<file path="config.mk">
export PLATFORM = sky130hd
export DESIGN_NAME = phe_cell
export DESIGN_NICKNAME = d
export VERILOG_FILES = /design/src/hdl/phe_pkg.sv /design/src/hdl/phe_cell.sv
export SDC_FILE = /design/constraint.sdc
export NUM_CORES = 2
export LEC_CHECK = 0
export ABC_AREA = 1
export BUFFER_PORTS_ARGS = -buffer_cell sky130_fd_sc_hd__buf_2
export CORE_ASPECT_RATIO = 0.6
export CORE_MARGIN = 2
export CORE_UTILIZATION = 55
export DETAILED_ROUTE_END_ITERATION = 8
export PLACE_DENSITY = 0.72
export SLEW_MARGIN = 0
export SYNTH_ARGS = -nofsm -noshare
export SYNTH_HDL_FRONTEND = slang
export SYNTH_SLANG_ARGS = --single-unit
</file>
<file path="constraint.sdc">
create_clock -name i_clk -period 16 [get_ports i_clk]
set_input_delay 0 -clock i_clk [delete_from_list [all_inputs] [get_ports i_clk]]
set_output_delay 0 -clock i_clk [all_outputs]
set_load 0.005 [all_outputs]
</file>
<file path="src/hdl/phe_pkg.sv">
// Shared types, constants and saturation helper for the Horner evaluator.
// No dependencies; imported by every other file of the block.
`timescale 1ns / 1ps

package phe_pkg;

    localparam int MAX_DEGREE = 6;
    localparam int FRAC_BITS  = 16;
    localparam int NUM_CELLS  = MAX_DEGREE + 1;

    localparam int VAL_W      = 32;
    localparam int PROD_W     = 2 * VAL_W;
    localparam int DEG_W      = 3;
    // wide enough for a coefficient times its largest derivative scale
    localparam int SCALE_W    = VAL_W + $clog2(MAX_DEGREE + 2);

    localparam int NUM_COEF_REGS = 7;
    localparam int NUM_CFG_REGS  = NUM_COEF_REGS + 1;
    localparam int CFG_IDX_W     = $clog2(NUM_CFG_REGS);

    localparam logic [CFG_IDX_W-1:0] REG_DEGREE = CFG_IDX_W'(0);
    localparam logic [CFG_IDX_W-1:0] REG_COEF_0 = CFG_IDX_W'(1);

    localparam logic [0:0] ACT_VALUE = 1'b0;
    localparam logic [0:0] ACT_DERIV = 1'b1;

    localparam logic signed [PROD_W-1:0] VAL_MAX =
        {{(PROD_W - VAL_W + 1){1'b0}}, {(VAL_W - 1){1'b1}}};
    localparam logic signed [PROD_W-1:0] VAL_MIN = ~VAL_MAX;

    typedef struct packed {
        logic signed [VAL_W-1:0] point;
        logic                    action;
    } t_item;

    typedef struct packed {
        logic signed [VAL_W-1:0] value;
        logic                    overflow;
    } t_result;

    // data handed from one cell to the next
    typedef struct packed {
        logic                    valid;
        logic signed [VAL_W-1:0] point;
        logic                    action;
        logic signed [VAL_W-1:0] acc;
        logic                    ovf;
    } t_stage;

    // per-cell coefficients, already masked by degree
    typedef struct packed {
        logic signed [VAL_W-1:0] val_coef;
        logic signed [VAL_W-1:0] drv_coef;
        logic                    drv_ovf;
    } t_coef;

    typedef struct packed {
        logic                    ovf;
        logic signed [VAL_W-1:0] val;
    } t_sat;

    function automatic t_sat sat_val(input logic signed [PROD_W-1:0] v);
        t_sat s;
        if (v > VAL_MAX) begin
            s.ovf = 1'b1;
            s.val = VAL_MAX[VAL_W-1:0];
        end else if (v < VAL_MIN) begin
            s.ovf = 1'b1;
            s.val = VAL_MIN[VAL_W-1:0];
        end else begin
            s.ovf = 1'b0;
            s.val = v[VAL_W-1:0];
        end
        return s;
    endfunction

endpackage

</file>
<file path="src/hdl/phe_cell.sv">
// One Horner step: multiply the running value by x, then shift, add and saturate.
// Two register stages per cell. Depends on phe_pkg.
`timescale 1ns / 1ps

module phe_cell
    import phe_pkg::*;
(
    input  logic   i_clk,
    input  logic   i_rst_n,
    input  t_stage i_stage,
    input  t_coef  i_coef,
    output t_stage o_stage
);

    // multiply stage
    logic                     r_a_valid, n_a_valid;
    logic signed [VAL_W-1:0]  r_a_point, n_a_point;
    logic                     r_a_action, n_a_action;
    logic signed [PROD_W-1:0] r_a_prod, n_a_prod;
    logic signed [VAL_W-1:0]  r_a_coef, n_a_coef;
    logic                     r_a_ovf, n_a_ovf;

    // add stage
    t_stage                   r_b, n_b;

    logic signed [PROD_W-1:0] shifted;
    logic signed [PROD_W-1:0] sum;
    t_sat                     s;

    always_comb begin
        n_a_valid  = i_stage.valid;
        n_a_point  = i_stage.point;
        n_a_action = i_stage.action;
        n_a_prod   = PROD_W'(i_stage.point) * PROD_W'(i_stage.acc);
        if (i_stage.action == ACT_DERIV) begin
            n_a_coef = i_coef.drv_coef;
            n_a_ovf  = i_stage.ovf | i_coef.drv_ovf;
        end else begin
            n_a_coef = i_coef.val_coef;
            n_a_ovf  = i_stage.ovf;
        end
    end

    always_comb begin
        // arithmetic shift floors toward minus infinity
        shifted     = r_a_prod >>> FRAC_BITS;
        sum         = shifted + PROD_W'(r_a_coef);
        s           = sat_val(sum);
        n_b.valid   = r_a_valid;
        n_b.point   = r_a_point;
        n_b.action  = r_a_action;
        n_b.acc     = s.val;
        n_b.ovf     = r_a_ovf | s.ovf;
    end

    always_ff @(posedge i_clk) begin
        if (!i_rst_n) begin
            r_a_valid <= 1'b0;
            r_b       <= '0;
        end else begin
            r_a_valid <= n_a_valid;
            r_b       <= n_b;
        end
    end

    always_ff @(posedge i_clk) begin
        r_a_point  <= n_a_point;
        r_a_action <= n_a_action;
        r_a_prod   <= n_a_prod;
        r_a_coef   <= n_a_coef;
        r_a_ovf    <= n_a_ovf;
    end

    assign o_stage = r_b;

    a_valid_advances: assert property (@(posedge i_clk) disable iff (!i_rst_n)
        r_a_valid |=> r_b.valid)
        else $error("item lost between multiply and add stage");

    a_no_phantom: assert property (@(posedge i_clk) disable iff (!i_rst_n)
        !r_a_valid |=> !r_b.valid)
        else $error("add stage valid without a multiply stage item");

    a_ovf_sticky: assert property (@(posedge i_clk) disable iff (!i_rst_n)
        (r_a_valid && r_a_ovf) |=> r_b.ovf)
        else $error("overflow flag dropped inside cell");

    a_point_kept: assert property (@(posedge i_clk) disable iff (!i_rst_n)
        r_a_valid |=> (r_b.point == $past(r_a_point) && r_b.action == $past(r_a_action)))
        else $error("point or action changed inside cell");

endmodule

</file>
==> impl_metrics.yaml <==
route:
  drc: 0
  ant_nets: 0
  wl_per_cell_um: 18.8
  viasPerCell: 5.11
  dr_total_vias: 36804
  wl_mm: 135
  drt_iter0_drc: 3670
  firstDrtPassIters: 6
floorplan:
  num_rows: 82
  ios: 201
  initial_core_util_pct: 55.4
  fp.dieW_um: 378
  core_area_um2: 83300
  die_h_um: 228
  dieArea_um2: 86300
synthesis:
  postSynthCellCount: 5924
  synth_area_per_cell_um2: 7.79
  yosys-top-cells-area: "fa_1, inv_1, nand2_1, dfxtp_1, ha_1"
  synth_area_um2: 46100
  syn_nets: 7368
  synth_edf_count: 0
  synth.distinct_cells: 41
  yosysWarnings: 0
  yosys.area.top_type_share_pct: 47.0
  synth_largest_area_cell: "fa_1"
  synth-seq-cells: 182
  synth_flop_cell: "dfxtp_1"
  async_flop_share_pct: 0
  yosysSeqAreaShare_pct: 7.90
timing:
  worst_slew_pin_slew_ns: 1.08
  fin_setup_tns_ns: 0
  slew_violations: 0
  rsz0062_at_grt: "false"
  hold_viol: 0
  period_minus_slack_ns: 8.19
  max_freq_ghz: 0.122
  fin_skew_ns: 0.0210
  min_period_over_period_pct: 51.2
  maxSlewHeadroom_pct: 27.7
  setup_viol: 0
setup_path:
  cp_data_arrival_time_ns: 8.62
  cp-end-kind: "flop"
  worst_setup_path_start_kind: "input port"
  worst-setup-path-type: "in2reg"
  cp_max_fo: 33
  worstPathRequired_ns: 16.43
placement:
  port_buffers: 200
  globalplace.congestion: 1.01
  hpwl_mm: 112
clock_tree:
  clk_pin_slew_ns: 0.09
  cts_buffer_depth: 2
  htreeDepth: 4
  numCtsBuffers: 17
  clock_sinks: 182
  worst_skew_pair.late_latency_ns: 0.55
  root_buffer: "clkbuf_16"
  cts_tree: "done"
grt:
  grt_remaining_overflow: 0
  grt.busiest_layer: "met1"
  grtUsageMet1_pct: 50.7
  antenna_found_initial: 8
  grt_pass1_wl_mm: 216
  grt_use_met3_pct: 10.2
  grt_start_max_net_pins: 41
  grtUsageMet2_pct: 45.2
  grt_pass1_vias: 38025
  grt_usage_pct: 33.0
min_path:
  hp-class: "in2reg"
flow_run:
  cap_violations: 0
status:
  status: "finished clean"
layout:
  drive_gt1_share_pct: 5.31
  num-nets-final: 7494
  area_growth_pct: 7.23
==> synth_stat cells, types with 2 or more instances <==
| master | number |
|---|---|
| nor2_1 | 195 |
| or2_2 | 7 |
| inv_1 | 1822 |
| nand2_1 | 1664 |
| xnor2_1 | 35 |
| inv_2 | 13 |
| a21oi_1 | 165 |
| nand3_1 | 42 |
| nor2_2 | 16 |
| a31oi_1 | 26 |
| and2_1 | 2 |
| xor2_1 | 59 |
| dfxtp_1 | 182 |
| nor2_4 | 2 |
| o221ai_1 | 2 |
| clkbuf_1 | 205 |
| nor3_1 | 19 |
| ha_1 | 228 |
| fa_1 | 1082 |
| o21a_1 | 3 |
| a21oi_2 | 2 |
| and3_1 | 2 |
| o21ai_1 | 7 |
| buf_4 | 2 |
| buf_6 | 3 |
| nor3_2 | 11 |
| o21ai_0 | 57 |
| nor4_1 | 4 |
| a21boi_0 | 4 |
| nand2_2 | 5 |
| a21o_1 | 8 |
| o211ai_1 | 4 |
| o21bai_1 | 9 |
| nand4_1 | 30 |
==> flip-flops by register name, summed over array words and instances (netlist names) <==
name and count:
o_stage 67, r_a_prod 48, r_a_coef 32, r_a_point 32, r_a_action 1, r_a_ovf 1, r_a_valid 1
==> logic make-up (layout without fill, tap and decap cells) <==
group | count (synthesis) | in the layout | share of synthesized area, %
other | 0 | 3 | 0
DFF | 182 | 182 | 7.90
AOI/OAI and AO/OA | 291 | 291 | 3.45
buffers and inverters | 2045 | 2184 | 16.7
xor gates and xnor gates | 94 | 94 | 1.78
adders and majority gates | 1310 | 1310 | 53.1
and+or+nand+nor | 2002 | 2002 | 17.0
==> cell usage in the layout (no fill, tap or decap), types with 17 or more instances in the layout <==
master and instances:
dlygate4sd3_1 86, a31oi_1 26, nand3_1 42, dfxtp_1 182
o21ai_0 57, inv_1 1821, ha_1 228, xor2_1 59
buf_2 200, fa_1 1082, xnor2_1 35, clkbuf_16 17
buf_4 31, a21oi_1 165, nand4_1 30, nor2_1 195
nor3_1 19, nand2_1 1664
==> through the flow <==
stage / instance area (µm²) / hold slack (ns) / setup WS [ns] / util, % / instances
finish: 49500 / 0.0566 / 7.81 / 59.4 / 7200
floorplan: 46100 / 0.0277 / 9.16 / - / 5924
global route: 49500 / 0.0486 / 7.23 / 59.4 / 7200
detailed placement: 48000 / 0.179 / 7.79 / 57.6 / 7079
CTS: 49500 / 0.000975 / 7.84 / 59.4 / 7197
global placement: 48000 / 0.176 / 7.84 / 57.6 / 7079
==> worst paths after layout <==
check	cells past startpoint	slack [ns]	start	end
setup / recovery	28	7.81	i_stage[65]	r_a_prod[61]$_DFF_P_
hold / removal	1	0.06	i_stage[37]	r_a_point[3]$_DFF_P_
setup reg to reg	21	11.81	r_a_prod[16]$_DFF_P_	o_stage[23]$_SDFF_PN0_
hold reg to reg	2	0.41	r_a_point[27]$_DFF_P_	o_stage[61]$_SDFF_PN0_
==> metal layers <==
metal	vias to the layer above	part of all wire, %	routed length [µm]
met5	-	0.038	51
met4	8	2.0	2700
met3	158	12	16600
met2	1789	40	54500
met1	18079	45	61400
li1	16770	-	-
==> area by class of cell <==
class,instances,area (µm²)
diodes,3,7.51
clock buffers,17,425
clock inverters,15,206
fillers,7583,33800
inverters,1835,6890
multi-input cells,3697,34800
flip-flops and latches,182,3640
well taps,1134,1420
repair buffers,317,2090
==> timing repair <==
item	4_1_cts	5_1_grt
gates resized for setup	0	0
buffers inserted	0	0
hold buffers	86	0
endpoints found under the hold margin	53	0
==> critical path, stage by stage <==
cell	delay, ns
dlygate4sd3_1	0.51
buf_2	0.61
nand2_1	0.26
inv_1	0.15
fa_1	0.41
inv_1	0.27
fa_1	0.47
inv_1	0.21
fa_1	0.49
fa_1	0.82
inv_1	0.38
fa_1	0.58
inv_1	0.05
fa_1	0.55
inv_1	0.05
fa_1	0.47
inv_1	0.05
fa_1	0.45
ha_1	0.38
a21oi_1	0.24
inv_1	0.06
a31oi_1	0.29
o21ai_0	0.13
a31oi_1	0.21
o211ai_1	0.12
a21oi_1	0.13
a21oi_1	0.07
xor2_1	0.15
Power is not shown: default switching activity piles up to over one toggle a cycle in this logic, so the estimate is an artifact.
