### config.mk
export PLATFORM = sky130hd
export DESIGN_NAME = phe_coef_bank
export DESIGN_NICKNAME = d
export VERILOG_FILES = /design/src/hdl/phe_pkg.sv /design/src/hdl/phe_coef_bank.sv
export SDC_FILE = /design/constraint.sdc
export NUM_CORES = 1
export LEC_CHECK = 0
export BUFFER_PORTS_ARGS = -buffer_cell sky130_fd_sc_hd__buf_4
export CORE_AREA = 2 2 203 205
export CTS_CLUSTER_DIAMETER = 150
export DETAILED_ROUTE_END_ITERATION = 10
export DIE_AREA = 0 0 205 207
export PLACE_DENSITY = 0.7
export SETUP_SLACK_MARGIN = 0.2
export SYNTH_ARGS = -nofsm -noshare
export SYNTH_HDL_FRONTEND = slang
export SYNTH_SLANG_ARGS = --single-unit
export TNS_END_PERCENT = 50
### constraint.sdc
create_clock -name i_clk -period 10.6 [get_ports i_clk]
set_input_delay 0.53 -clock i_clk [delete_from_list [all_inputs] [get_ports i_clk]]
set_output_delay 0.53 -clock i_clk [all_outputs]
set_load 0.02 [all_outputs]
### src/hdl/phe_pkg.sv
// Shared types, constants and saturation helper for the Horner evaluator.
// No dependencies; imported by every other file of the block.
`timescale 1ns / 1ps

package phe_pkg;

    localparam int MAX_DEGREE = 6;
    localparam int FRAC_BITS  = 16;
    localparam int NUM_CELLS  = MAX_DEGREE + 1;

    localparam int VAL_W      = 32;
    localparam int PROD_W     = 2 * VAL_W;
    localparam int DEG_W      = 3;
    // wide enough for a coefficient times its largest derivative scale
    localparam int SCALE_W    = VAL_W + $clog2(MAX_DEGREE + 2);

    localparam int NUM_COEF_REGS = 7;
    localparam int NUM_CFG_REGS  = NUM_COEF_REGS + 1;
    localparam int CFG_IDX_W     = $clog2(NUM_CFG_REGS);

    localparam logic [CFG_IDX_W-1:0] REG_DEGREE = CFG_IDX_W'(0);
    localparam logic [CFG_IDX_W-1:0] REG_COEF_0 = CFG_IDX_W'(1);

    localparam logic [0:0] ACT_VALUE = 1'b0;
    localparam logic [0:0] ACT_DERIV = 1'b1;

    localparam logic signed [PROD_W-1:0] VAL_MAX =
        {{(PROD_W - VAL_W + 1){1'b0}}, {(VAL_W - 1){1'b1}}};
    localparam logic signed [PROD_W-1:0] VAL_MIN = ~VAL_MAX;

    typedef struct packed {
        logic signed [VAL_W-1:0] point;
        logic                    action;
    } t_item;

    typedef struct packed {
        logic signed [VAL_W-1:0] value;
        logic                    overflow;
    } t_result;

    // data handed from one cell to the next
    typedef struct packed {
        logic                    valid;
        logic signed [VAL_W-1:0] point;
        logic                    action;
        logic signed [VAL_W-1:0] acc;
        logic                    ovf;
    } t_stage;

    // per-cell coefficients, already masked by degree
    typedef struct packed {
        logic signed [VAL_W-1:0] val_coef;
        logic signed [VAL_W-1:0] drv_coef;
        logic                    drv_ovf;
    } t_coef;

    typedef struct packed {
        logic                    ovf;
        logic signed [VAL_W-1:0] val;
    } t_sat;

    function automatic t_sat sat_val(input logic signed [PROD_W-1:0] v);
        t_sat s;
        if (v > VAL_MAX) begin
            s.ovf = 1'b1;
            s.val = VAL_MAX[VAL_W-1:0];
        end else if (v < VAL_MIN) begin
            s.ovf = 1'b1;
            s.val = VAL_MIN[VAL_W-1:0];
        end else begin
            s.ovf = 1'b0;
            s.val = v[VAL_W-1:0];
        end
        return s;
    endfunction

endpackage

### src/hdl/phe_coef_bank.sv
// Configuration registers (degree and coefficients) and per-cell coefficient prep.
// Depends on phe_pkg.
`timescale 1ns / 1ps

module phe_coef_bank
    import phe_pkg::*;
(
    input  logic                 i_clk,
    input  logic                 i_rst_n,
    input  logic                 i_cfg_we,
    input  logic [CFG_IDX_W-1:0] i_cfg_idx,
    input  logic [VAL_W-1:0]     i_cfg_data,
    output t_coef                o_coef [NUM_CELLS]
);

    logic [DEG_W-1:0]        r_degree;
    logic signed [VAL_W-1:0] r_coef [NUM_CELLS];

    always_ff @(posedge i_clk) begin
        if (!i_rst_n) begin
            r_degree <= '0;
            for (int i = 0; i < NUM_CELLS; i++) begin
                r_coef[i] <= '0;
            end
        end else if (i_cfg_we) begin
            if (i_cfg_idx == REG_DEGREE) begin
                r_degree <= i_cfg_data[DEG_W-1:0];
            end
            // coefficients above the top cell have no storage: drop the write
            for (int i = 0; i < NUM_CELLS; i++) begin
                if (i < NUM_COEF_REGS && int'(i_cfg_idx) == int'(REG_COEF_0) + i) begin
                    r_coef[i] <= i_cfg_data;
                end
            end
        end
    end

    for (genvar k = 0; k < NUM_CELLS; k++) begin : g_prep
        logic in_val;
        logic in_drv;

        // k <= min(degree, MAX) reduces to k <= degree since k never exceeds MAX
        assign in_val = int'(r_degree) >= k;
        assign in_drv = (int'(r_degree) > k) && (k < MAX_DEGREE);

        assign o_coef[k].val_coef = in_val ? r_coef[k] : '0;

        if (k < MAX_DEGREE) begin : g_scale
            localparam int MULT = k + 1;
            logic signed [SCALE_W-1:0] scaled;
            t_sat                      s;

            assign scaled = SCALE_W'(r_coef[k+1]) * SCALE_W'(MULT);
            assign s      = sat_val(PROD_W'(scaled));

            assign o_coef[k].drv_coef = in_drv ? s.val : '0;
            assign o_coef[k].drv_ovf  = in_drv & s.ovf;
        end else begin : g_top
            // the top cell's derivative term is always zero
            assign o_coef[k].drv_coef = '0;
            assign o_coef[k].drv_ovf  = in_drv;
        end
    end

endmodule

==> run metrics, run 1 <==
post-detail-place hpwl=49,800 microns; outcome=completed; Min Hold Slack=251 ps; FFs w/ async S/R, synth=0%; Vias=16,650; max_cap viols=0; sw frac=35.9%; CTS tree=built; Final ANT Viol Nets=0; Post-CTS Setup Repair Bufs=0; register area share after synthesis=37.9%; critical path endpoint category=output pin; P_int=1.86 mW; die area=42,400 sq um; Final min period=5750 ps; count of different cell masters after synthesis=82; RSZ-0062 raised after global routing=no; Post-Syn Area=17,900 sq um; leakage=11.1 nW; CTS Buf Count=25; clock root buffer=clkbuf_16; depth of the CTS H-tree=1; fill cell count=3,737; synth warn=0; final setup TNS=0 ps; Final GP Congestion=0.917; Ports=493; WL final=65,600 microns; die span in x=205 microns; Clk Latency, worst-skew pair=550 ps; Worst EP required=10,070 ps; largest net degree at the start of global routing=65; Reg2Reg Setup Slack=9270 ps; layout cells sized above 1=22.2%; Worst-Margin Slew=1300 ps; Num Clock Sinks=227; combinational power share=33.0%; initial core utilization=44.4%; post-CTS sizing=0; drt pass-1 iters=6; kind of critical path=flip-flop to output pin; initial antenna violation count=2; Final Max Slew Viols=0; clock skew=0 ps; Final Hold Viols=0; Total GRT Usage=29.8%; port buffer count=458; total grt overflow=0; Power Dens Cells=130 nW/um^2; commonest non-fill, non-tap cell in the layout=buf_4; # setup viols final=0; Clk network pwr share=29.1%; die height=207 microns; Worst Hold Class=primary input to flip-flop; number of synthesized flops with an enable pin=224; vias per inst=5.60; first-pass GRT wire length=96,100 microns; Max VDD drop=112 uV; core region area=40,400 sq um; Top FF cell, synth=edfxtp_1; sequential share of power=37.9%; relative slew slack=13.0%; iteration-0 DRC count of the detailed router=1,365; Cell Rows=74; Post-CTS Hold Fix Bufs=0; Max Freq=0.174 GHz; Synth Instances=2,027; number of global-route vias before repair=15,783; Nets=2,649; Area Overhead vs Synth=24.7%; Worst-path clk slew=60 ps; Worst Path Arrival=5220 ps; routed len/inst=22.1 microns; Critical Path Start Type=flip-flop; DRC viols=0; Yosys reg bits=227; fin crit share=54.2%; CP max FO=29; most frequent cells in the layout=buf_4 (477), nor2_1 (244), nand2_1 (233); Sw Pwr=1.04 mW; Syn Area/Cell=8.84 sq um; clk buf depth=3
power groups by stage:
| stage | logic (mW) | registers (mW) | clock network [mW] |
|---|---|---|---|
| floorplan | 0.664 | 1.11 | 0 |
| global placement | 0.939 | 1.12 | 0 |
| detailed placement | 0.942 | 1.12 | 0 |
| CTS | 0.950 | 1.10 | 0.853 |
| global route | 1.04 | 1.11 | 0.886 |
| finish | 0.956 | 1.10 | 0.845 |
metrics by stage:
| stage | cells | utilization [%] | setup WS, ps | area (sq um) | power, mW |
|---|---|---|---|---|---|
| after floorplan | 2060 | - | 6300 | 18000 | 1.77 |
| after detailed placement | 2925 | 53.4 | 5410 | 21600 | 2.06 |
| after global routing | 2973 | 55.3 | 4430 | 22300 | 3.03 |
| after global placement | 2925 | 53.4 | 5650 | 21600 | 2.05 |
| final | 2973 | 55.3 | 4850 | 22300 | 2.90 |
| after CTS | 2971 | 55.3 | 4800 | 22300 | 2.90 |
routing by layer:
metal	part of all wire [%]	up-vias	global-route usage [%]
met4	4.1	0	12.5
met1	40	8011	37.0
met3	6.6	120	4.96
met2	49	663	51.1
met5	0	-	0
li1	-	7856	-
cell type report:
type	instances	area [sq um]	share of cell area (%)
repair buffers	477	3580	16.0
inverters	124	465	2.08
clock inverters	15	126	0.566
clock buffers	31	648	2.90
flip-flops and latches	227	6790	30.4
diodes	2	5.00	0.0224
multi-input cells	1565	10100	45.0
well taps	532	666	2.98
sequential cells by signal (all words and copies together), names as in the netlist:
name	count
r_coef	224
r_degree	3
synth_stat cells (all sizes together), types with 43 or more instances:
library cell / number / share of area, %
o21ai: 146 / 4.1
a21o: 76 / 3.2
buf: 53 / 2.1
edfxtp: 224 / 38
clkbuf: 91 / 2.0
a21oi: 96 / 2.7
nor2: 245 / 5.1
and3: 43 / 1.5
inv: 124 / 2.6
nand2: 234 / 4.9
and2: 53 / 1.9
nor2b: 112 / 3.9
ha: 188 / 13
worst paths after layout:
check | startpoint | cells past startpoint | to
max | r_coef[5][3]$_SDFFCE_PN0P_ | 13 | o_coef[146]
min | i_cfg_data[2] | 3 | r_degree[2]$_SDFFE_PN0P_
max reg2reg | r_degree[2]$_SDFFE_PN0P_ | 3 | r_degree[2]$_SDFFE_PN0P_
min reg2reg | r_degree[0]$_SDFFE_PN0P_ | 2 | r_degree[0]$_SDFFE_PN0P_
critical path, stage by stage, from the launching register on:
cell and delay [ps]:
edfxtp_1 410, ha_1 300, ha_1 230, fa_1 430, a211oi_1 360, o211ai_1 190
a32oi_1 310, o21ai_1 200, o211ai_1 270, nand3_1 110, o311ai_1 490, and2_1 920
a31o_2 300, buf_4 140
cell families after synthesis:
kind of cell | Yosys count | share of synthesized area, %
compound gates | 457 | 16.5
xor+xnor | 72 | 3.56
fa+ha+maj | 191 | 13.5
buf+inv | 268 | 6.77
flops | 227 | 37.9
mux | 5 | 0.279
other cells | 1 | 0.0209
simple gates | 806 | 21.5
Power figures use the tool's default switching activity.
==> run 2, diff against run 1 <==
ABC_AREA = 1   (was unset)
CORE_AREA = 2 2 206 208   (was 2 2 203 205)
DIE_AREA = 0 0 208 210   (was 0 0 205 207)
PLACE_DENSITY = 0.72   (was 0.7)
clock period = 4.6 ns   (was 10.6 ns; I/O delays follow)
==> run metrics, run 2 <==
Yosys reg bits=227 (unchanged); Synth Instances=2,524 (was 2,027); number of synthesized flops with an enable pin=224 (unchanged); most frequent cells in the layout=nor2_1 (518), nand2_1 (517), buf_4 (473) (was buf_4 (477), nor2_1 (244), nand2_1 (233)); Clk Latency, worst-skew pair=540 ps (was 550 ps); Adder-Cell Fraction of Synth Area=13.1% (was 13.5%); port buffer count=458 (unchanged); max_cap viols=0 (unchanged); vias per inst=5.16 (was 5.60); iteration-0 DRC count of the detailed router=1,232 (was 1,365); outcome=completed (unchanged); count of different cell masters after synthesis=46 (was 82); largest area contributor in the netlist=edfxtp_1 (unchanged); Final GP Congestion=0.984 (was 0.917); # setup viols final=0 (unchanged); final setup TNS=0 ps (unchanged); kind of critical path=flip-flop to output pin (unchanged); Worst Path Arrival=3890 ps (was 5220 ps); Critical Path Start Type=flip-flop (unchanged); Largest regs=r_coef: 224 flops, r_degree: 3 flops (unchanged); depth of the CTS H-tree=1 (unchanged); Final ANT Viol Nets=0 (unchanged); synth warn=0 (unchanged); largest net degree at the start of global routing=66 (was 65); Max VDD drop=234 uV (was 112 uV); Num Clock Sinks=227 (unchanged); routed len/inst=18.5 microns (was 22.1 microns); die span in x=208 microns (was 205 microns); FFs w/ async S/R, synth=0% (unchanged); Top FF cell, synth=edfxtp_1 (unchanged); Cell Rows=75 (was 74); leakage=12.7 nW (was 11.1 nW); mux cell area share after synthesis=0% (was 0.279%); Area Overhead vs Synth=26.3% (was 24.7%); Compound-Gate Fraction of Synth Area=9.17% (was 16.5%); Worst EP required=4370 ps (was 10,070 ps); Largest register FFs=224 (unchanged); Ports=493 (unchanged); commonest non-fill, non-tap cell in the layout=nor2_1 (was buf_4); Final Hold Viols=0 (unchanged); register area share after synthesis=36.9% (was 37.9%); Largest Register=r_coef (unchanged); Nets=3,182 (was 2,649); RSZ-0062 raised after global routing=yes (was no); die area=43,700 sq um (was 42,400 sq um); CTS tree=built (unchanged); antenna cells=0 (was 2); Min Hold Slack=18.0 ps (was 251 ps); Worst Hold Class=primary input to flip-flop (unchanged); count leader, synth=nor2_1 (unchanged); layout cells sized above 1=18.6% (was 22.2%); area share of the largest cell type after synthesis=36.6% (was 37.5%); Commonest cells post-synth=nor2_1 (520), nand2_1 (519), inv_1 (415), edfxtp_1 (224), ha_1 (188) (was nor2_1 (245), nand2_1 (234), edfxtp_1 (224), ha_1 (188), o21ai_0 (142)); die height=210 microns (was 207 microns); Total GRT Usage=28.4% (was 29.8%); Area contributors post-synth=edfxtp_1 (37%), ha_1 (13%), nor2_1 (11%), nand2_1 (11%), inv_1 (8.5%) (was edfxtp_1 (38%), ha_1 (13%), nor2_1 (5.1%), nand2_1 (4.9%), o21ai_0 (4.0%)); Final min period=4120 ps; clock root buffer=clkbuf_16 (unchanged); Final WS setup=480 ps (was 4850 ps); pre-CTS setup slack=707 ps (was 5410 ps); Power Dens Cells=298 nW/um^2 (was 130 nW/um^2); relative slew slack=23.6% (was 13.0%); initial antenna violation count=0 (was 2); Max Freq=0.243 GHz; Syn Area/Cell=7.29 sq um (was 8.84 sq um); critical path endpoint category=output pin (unchanged); initial core utilization=44.4% (about the same); post-detail-place hpwl=50,400 microns (was 49,800 microns); Vias=18,107 (was 16,650); WL final=64,900 microns (was 65,600 microns); post-synthesis xor/xnor area fraction=1.80% (was 3.56%); drt pass-1 iters=5 (was 6); total grt overflow=0 (unchanged); Worst-Margin Slew=1140 ps (was 1300 ps); clk buf depth=3 (unchanged); Synth Area in Simple Gates=26.8% (was 21.5%); core region area=41,500 sq um (was 40,400 sq um); Final Max Slew Viols=0 (unchanged); number of global-route vias before repair=17,163 (was 15,783); Worst-path clk slew=70 ps (was 60 ps); clock skew=0 ps (unchanged); CP max FO=31 (was 29); first-pass GRT wire length=96,800 microns (was 96,100 microns); largest family of logic cells by synthesized area=simple AND/OR/NAND/NOR gates (unchanged); CTS Buf Count=24 (was 25); DRC viols=0 (unchanged); Post-Syn Area=18,400 sq um (was 17,900 sq um); fin crit share=89.6%
[run 2: cell types whose count changed after synthesis, moves of 31 or more]
cell | previous run | this run
and2_1 | 51 | 0
nand3_1 | 32 | 116
nand2_1 | 234 | 519
nor2_1 | 245 | 520
a21o_1 | 72 | 5
a21oi_1 | 95 | 126
o21ai_0 | 142 | 111
and3_1 | 43 | 1
clkbuf_1 | 88 | 52
inv_1 | 124 | 415
nor2b_1 | 112 | 0
[run 2: worst paths after layout]
path,to,startpoint,depth (start not counted),slack [ps]
max reg2reg,r_degree[2]$_SDFFE_PN0P_,r_degree[2]$_SDFFE_PN0P_,3,3390
min reg2reg,r_degree[0]$_SDFFE_PN0P_,r_degree[0]$_SDFFE_PN0P_,2,660
max,o_coef[138],r_coef[5][20]$_SDFFCE_PN0P_,14,480
min,r_coef[4][17]$_SDFFCE_PN0P_,i_cfg_data[17],3,20
[run 2: metrics by stage]
stage	instances	util [%]	cell area [sq um]	power [mW]
floorplan	2557	-	18500	4.13
global placement	3445	53.3	22100	4.84
detailed placement	3445	53.3	22100	4.85
CTS	3505	55.7	23100	6.91
global route	3509	56.0	23200	7.30
finish	3509	56.0	23200	6.93
[run 2: where the power goes]
part           leakage (nW)  switching [mW]  internal [mW]
sequential             2.19           0.103           2.42
combinational          10.1            1.59          0.761
clock                 0.401           0.870           1.18
[run 2: area by class of cell]
| class | instances | area, sq um |
|---|---|---|
| fill | 3927 | 18200 |
| clock buffer | 25 | 604 |
| sequential | 227 | 6790 |
| multi-input combinational | 1791 | 9680 |
| tap | 539 | 674 |
| timing repair buffer | 490 | 3720 |
| inverter | 419 | 1570 |
| clock inverter | 18 | 204 |
[run 2: cell families after synthesis]
logic type	count (synthesis)
AND/OR/NAND/NOR	1221
buffers and inverters	542
AO/OA/AOI/OAI	305
flip-flops	227
adder cells (fa/ha/maj)	191
XOR/XNOR	37
other	1
[run 2: per-layer routing]
layer / GRT usage, % / vias to the layer above / routed length (microns)
met4: 9.90 / 0 / 2360
li1: - / 8882 / -
met1: 37.3 / 8407 / 27900
met5: 0 / - / 0
met3: 4.16 / 110 / 4210
met2: 48.0 / 708 / 30400
[run 2: timing repair]
action	4_1_cts	5_1_grt
pin swaps	0	2
endpoints found under the hold margin	22	0
gates cloned	0	3
setup endpoints to repair	43	96
buffers inserted	0	1
resized for setup	2	15
hold buffers	17	0
[run 2: worst max-delay path: stages (launching register included)]
cell and delay (ps):
edfxtp_1 470, ha_1 340, ha_1 360, a21oi_1 260
o21ai_0 170, a21oi_1 210, nor2_1 60, a211oi_1 400
nand3_1 120, nand2_1 110, inv_1 50, nand3b_1 150
nand3_4 290, nand2_1 180, buf_4 160
